$ cat src/design/art_pkg.sv
// Shared types, constants and GF(2^8) table builders for the AES round transforms.
package art_pkg;

  typedef logic [7:0] byte_t;
  typedef byte_t [15:0] state_t;
  typedef byte_t [3:0] column_t;
  typedef byte_t sbox_t [256];

  typedef enum logic [1:0] {
    MODE_SUB     = 2'd0,
    MODE_INV_SUB = 2'd1,
    MODE_SHIFT   = 2'd2,
    MODE_MIX     = 2'd3
  } mode_e;

  localparam byte_t POLY_LOW = 8'h1B;
  localparam byte_t AFF_FWD  = 8'h63;
  localparam byte_t AFF_INV  = 8'h05;

  function automatic byte_t xtime(byte_t a);
    return {a[6:0], 1'b0} ^ (a[7] ? POLY_LOW : 8'h00);
  endfunction

  function automatic byte_t gf_mul(byte_t a, byte_t b);
    byte_t acc;
    byte_t x;
    byte_t y;
    acc = 8'h00;
    x   = a;
    y   = b;
    for (int i = 0; i < 8; i++) begin
      if (y[0]) begin
        acc = acc ^ x;
      end
      y = {1'b0, y[7:1]};
      x = xtime(x);
    end
    return acc;
  endfunction

  // The field inverse is x^254; zero maps to zero.
  function automatic byte_t gf_inv(byte_t x);
    byte_t x2;
    byte_t x3;
    byte_t x12;
    byte_t x15;
    byte_t p;
    x2  = gf_mul(x, x);
    x3  = gf_mul(x2, x);
    x12 = gf_mul(gf_mul(x3, x3), gf_mul(x3, x3));
    x15 = gf_mul(x12, x3);
    p   = gf_mul(x15, x15);
    p   = gf_mul(p, p);
    p   = gf_mul(p, p);
    p   = gf_mul(p, p);
    p   = gf_mul(p, x12);
    return gf_mul(p, x2);
  endfunction

  function automatic byte_t rotl8(byte_t v, int n);
    return byte_t'({v, v} >> (8 - n));
  endfunction

  function automatic sbox_t build_fwd();
    sbox_t t;
    byte_t b;
    for (int i = 0; i < 256; i++) begin
      b    = gf_inv(byte_t'(i));
      t[i] = b ^ rotl8(b, 1) ^ rotl8(b, 2) ^ rotl8(b, 3) ^ rotl8(b, 4) ^ AFF_FWD;
    end
    return t;
  endfunction

  function automatic sbox_t build_inv();
    sbox_t t;
    byte_t s;
    for (int i = 0; i < 256; i++) begin
      s    = byte_t'(i);
      t[i] = gf_inv(rotl8(s, 1) ^ rotl8(s, 3) ^ rotl8(s, 6) ^ AFF_INV);
    end
    return t;
  endfunction

  localparam sbox_t SBOX_FWD = build_fwd();
  localparam sbox_t SBOX_INV = build_inv();

endpackage

$ cat src/design/art_mix_col.sv
// One MixColumns column, combining each byte with its precomputed doubled value.
module art_mix_col (
  input  art_pkg::column_t a_i,
  input  art_pkg::column_t dbl_i,
  output art_pkg::column_t col_o
);
  import art_pkg::*;

  assign col_o[0] = dbl_i[0] ^ dbl_i[1] ^ a_i[1] ^ a_i[2] ^ a_i[3];
  assign col_o[1] = a_i[0] ^ dbl_i[1] ^ dbl_i[2] ^ a_i[2] ^ a_i[3];
  assign col_o[2] = a_i[0] ^ a_i[1] ^ dbl_i[2] ^ dbl_i[3] ^ a_i[3];
  assign col_o[3] = dbl_i[0] ^ a_i[0] ^ a_i[1] ^ a_i[2] ^ dbl_i[3];

endmodule

$ cat config.mk
export PLATFORM = sky130hd
export DESIGN_NAME = art_mix_col
export DESIGN_NICKNAME = d
export VERILOG_FILES = /design/src/design/art_pkg.sv /design/src/design/art_mix_col.sv
export SDC_FILE = /design/constraint.sdc
export NUM_CORES = 1
export LEC_CHECK = 0
export ABC_CLOCK_PERIOD_IN_PS = 1700
export BUFFER_PORTS_ARGS = -buffer_cell sky130_fd_sc_hd__buf_2
export CELL_PAD_IN_SITES_DETAIL_PLACEMENT = 1
export CELL_PAD_IN_SITES_GLOBAL_PLACEMENT = 1
export CORE_UTILIZATION = 30
export DETAILED_ROUTE_END_ITERATION = 7
export GPL_ROUTABILITY_DRIVEN = 0
export GPL_TIMING_DRIVEN = 0
export MAX_ROUTING_LAYER = met4
export PLACE_DENSITY = 0.95
export SLEW_MARGIN = 20
export SYNTH_ARGS = -nofsm -noshare
export SYNTH_HDL_FRONTEND = slang
export SYNTH_SLANG_ARGS = --single-unit
export TNS_END_PERCENT = 30
$ cat constraint.sdc
create_clock -name vclk -period 1.7
set_input_delay 0.34 -clock vclk [all_inputs]
set_output_delay 0.34 -clock vclk [all_outputs]
set_load 0.01 [all_outputs]
======== Word level (Yosys, flattened, before mapping) ========
Index checks and enable logic that the tools add are counted.
storage, ports and cells
  register bits after elaboration ......... 0
  latch bits .............................. 0
  bits in writable memories ............... 0
  bits in read-only memories .............. 0
  output and inout port bits .............. 32
  word-level logic and storage cells ...... 16
  memories ................................ 0
cells by class
  add/sub/neg operators ................... 0
  multipliers ............................. 0
  div/mod/pow operators ................... 0
  order comparisons ....................... 0
  equal/unequal tests ..................... 0
  shift operators ......................... 0
  muxes and demuxes ....................... 0
  bitwise logic cells ..................... 16
  reduce and logical (&&, ||, !) cells .... 0
operators with widths
  cell               count
  bitwise XOR 8 bit  16

======== Logic depth before layout (Yosys ltp) ========
  depth in word-level cells ............... 4
  gate-level depth with buffers ........... 2
  mapped depth without buffers ............ 2

======== Worst setup path after synthesis ========
OpenSTA, ideal clock, no wires.
  path kind ............................... input to output
  start point ............................. in a_i[5] (netlist bit)
  end point ............................... out col_o[21] (netlist bit)
  data arrival time ....................... 1.016 ns
  path slack .............................. 0.344 ns
  stages .................................. 2
  buffers on the path ..................... 0
  cell sequence ........................... xnor3_2 > xnor2_1
RTL lines
  item         RTL line          source
  from (decl)  art_mix_col.sv:3  input art_pkg::column_t a_i,
  to (decl)    art_mix_col.sv:5  output art_pkg::column_t col_o

==> impl_metrics.env <==
export IMPL_fin_nets=237
export IMPL_status="finished clean"
export IMPL_antenna_found_initial=0
export IMPL_arrival_ns=1.31
export IMPL_drv_slew=0
export IMPL_tightest_slew_ns=0.301
export IMPL_drcViolationCount=0
export IMPL_synth_compound_area_share_pct=0
export IMPL_num_antenna_cells=0
export IMPL_seqPwrFrac_pct=0
export IMPL_design_area_sq_um=1600
export IMPL_synth_seq_area_share_pct=0
export IMPL_grtUsageMet3_pct=0.630
export IMPL_drive_above_1_share_pct=60.2
export IMPL_fin_crit_sh_pct=96.9
export IMPL_grt_overflow=0
export IMPL_worstPathRequired_ns=1.36
export IMPL_ir_drop_mv=0.200
export IMPL_min_from="a_i[21]"
export IMPL_swShare_pct=44.2
export IMPL_vias=917
export IMPL_hold_viol_final=0
export IMPL_maxSlewHeadroom_pct=79.8
export IMPL_p_leak_nw=0.971
export IMPL_holdPathStages=4
export IMPL_synth_xor_area_share_pct=100
export IMPL_placementRows=21
export IMPL_syn_nets=139
export IMPL_synth_cells=75
export IMPL_dp_hpwl_um=2740
export IMPL_grt_pass1_vias=931
export IMPL_first_iter_violations=11
export IMPL_cpMostUsedCell="buf_2"
export IMPL_p_switching_mw=0.368
export IMPL_design_die_area_sq_um=3770
export IMPL_place_area_sq_um=1600
export IMPL_portBuffers=96
export IMPL_grt_use_met1_pct=12.1
export IMPL_num_clock_buffers=0
export IMPL_first_pass_iters=2
export IMPL_grt_busiest_layer="met2"
export IMPL_critPathTopFamily="XOR/XNOR gates"
export IMPL_post_cts_buffers=0
export IMPL_grt_total_usage_pct=14.6
export IMPL_maxCapViolations=0
export IMPL_grt_max_degree=4
export IMPL_synth_avg_cell_area_sq_um=14.1
export IMPL_yosysWarnings=0
export IMPL_min_to="col_o[29]"
export IMPL_muxShareOfSynthArea_pct=0
export IMPL_wl_per_cell_um=13.0
export IMPL_p_comb_share_pct=100.0
export IMPL_coreArea_sq_um=3360
export IMPL_cp_end_kind="primary output"
export IMPL_area_growth_pct=51.6
export IMPL_critPathKind="input port to primary output"
export IMPL_rsz0062_at_grt="false"
export IMPL_cp_start_kind="input port"
export IMPL_crit_fanout=2
export IMPL_grt_pass1_wl_um=3940
export IMPL_ios=96
export IMPL_vias_per_cell=4.23
export IMPL_finalSetupTns_ns=0
export IMPL_crit_buf_inv=2
export IMPL_fmax_ghz=0.607
export IMPL_regArea_sq_um=0
export IMPL_worstPathCellList="buf_2 -> xnor2_1 -> xor3_1 -> buf_2"
export IMPL_wirelength_um=2820
export IMPL_synth_top_family_by_area="XOR/XNOR gates"
export IMPL_fp_dieW_um=61.4
export IMPL_cp_slowest_cell="xor3_1"
export IMPL_use_met2_pct=34.6
export IMPL_setup_violations=0
export IMPL_synth_fa_ha_area_share_pct=0
export IMPL_postRouteAntennaNets=0
export IMPL_syn_area_sq_um=1060
export IMPL_slowest_delay_ns=0.40
export IMPL_initial_core_util_pct=31.4
export IMPL_seq_cell_count=0
export IMPL_p_int_mw=0.465
export IMPL_clkPwrFrac_pct=0
export IMPL_fillerInstances=408
export IMPL_min_period_ns=1.65
export IMPL_min_delay_path_class="input port to primary output"
export IMPL_fp_dieH_um=61.4
export IMPL_synth_simple_gate_area_share_pct=0
export IMPL_ys_types=6
export IMPL_powerDensity_nw_per_um2=520
cell usage in the layout (no fill, tap or decap):
master,n
xor3_1,3
xnor2_2,6
xor2_1,24
xnor3_2,1
buf_2,96
xnor3_1,22
xnor2_1,19
cell usage after synthesis:
cell,n,area share [%]
xor2_1,24,20
xnor3_1,22,47
xnor2_1,20,17
xnor2_2,5,7.7
xor3_1,3,6.7
xnor3_2,1,2.2
layout make-up:
type	instances	area, sq um	area share (%)
Multi-Input combinational cell	75	1060	66.4
Tap cell	46	57.6	3.59
Timing Repair Buffer	96	480	30.0
power by group through the flow:
stage | clock network [mW] | registers [mW] | logic (mW)
2_1_floorplan | 0 | 0 | 0.508
3_3_place_gp | 0 | 0 | 0.815
3_5_place_dp | 0 | 0 | 0.842
4_1_cts | 0 | 0 | 0.844
5_1_grt | 0 | 0 | 0.906
6_report | 0 | 0 | 0.833
cell families (layout without fill, tap and decap cells):
logic type  count (synthesis)  count (layout)
xor+xnor                   75              75
buf+inv                     0              96
stage by stage:
step | setup WS [ns] | total power, mW | hold slack, ns | std cells | util [%]
2_1_floorplan | 0.344 | 0.508 | 0.886 | 75 | -
3_3_place_gp | 0.119 | 0.815 | 1.08 | 217 | 47.4
4_1_cts | 0.0649 | 0.844 | 1.10 | 217 | 47.4
3_5_place_dp | 0.0685 | 0.842 | 1.10 | 217 | 47.4
6_report | 0.0519 | 0.833 | 1.08 | 217 | 47.7
5_1_grt | 0.0136 | 0.906 | 1.11 | 217 | 47.7
how the worst max path moves through the flow:
stage	start	to	depth (start not counted)
after floorplan	a_i[5]	col_o[21]	2
after global placement	a_i[3]	col_o[19]	4
after detailed placement	a_i[15]	col_o[7]	4
after CTS	a_i[15]	col_o[7]	4
after global routing	a_i[3]	col_o[19]	4
final	a_i[11]	col_o[3]	4
metal layers:
metal / vias up / share of wire (%)
met4: 0 / 0.53
li1: 446 / -
met5: - / 0
met1: 442 / 27
met2: 27 / 70
met3: 2 / 2.4
what timing repair did:
item,CTS,global route
hold buffers,0,0
setup endpoints to repair,0,1
resized for setup,0,1
Power figures use the tool's default switching activity.
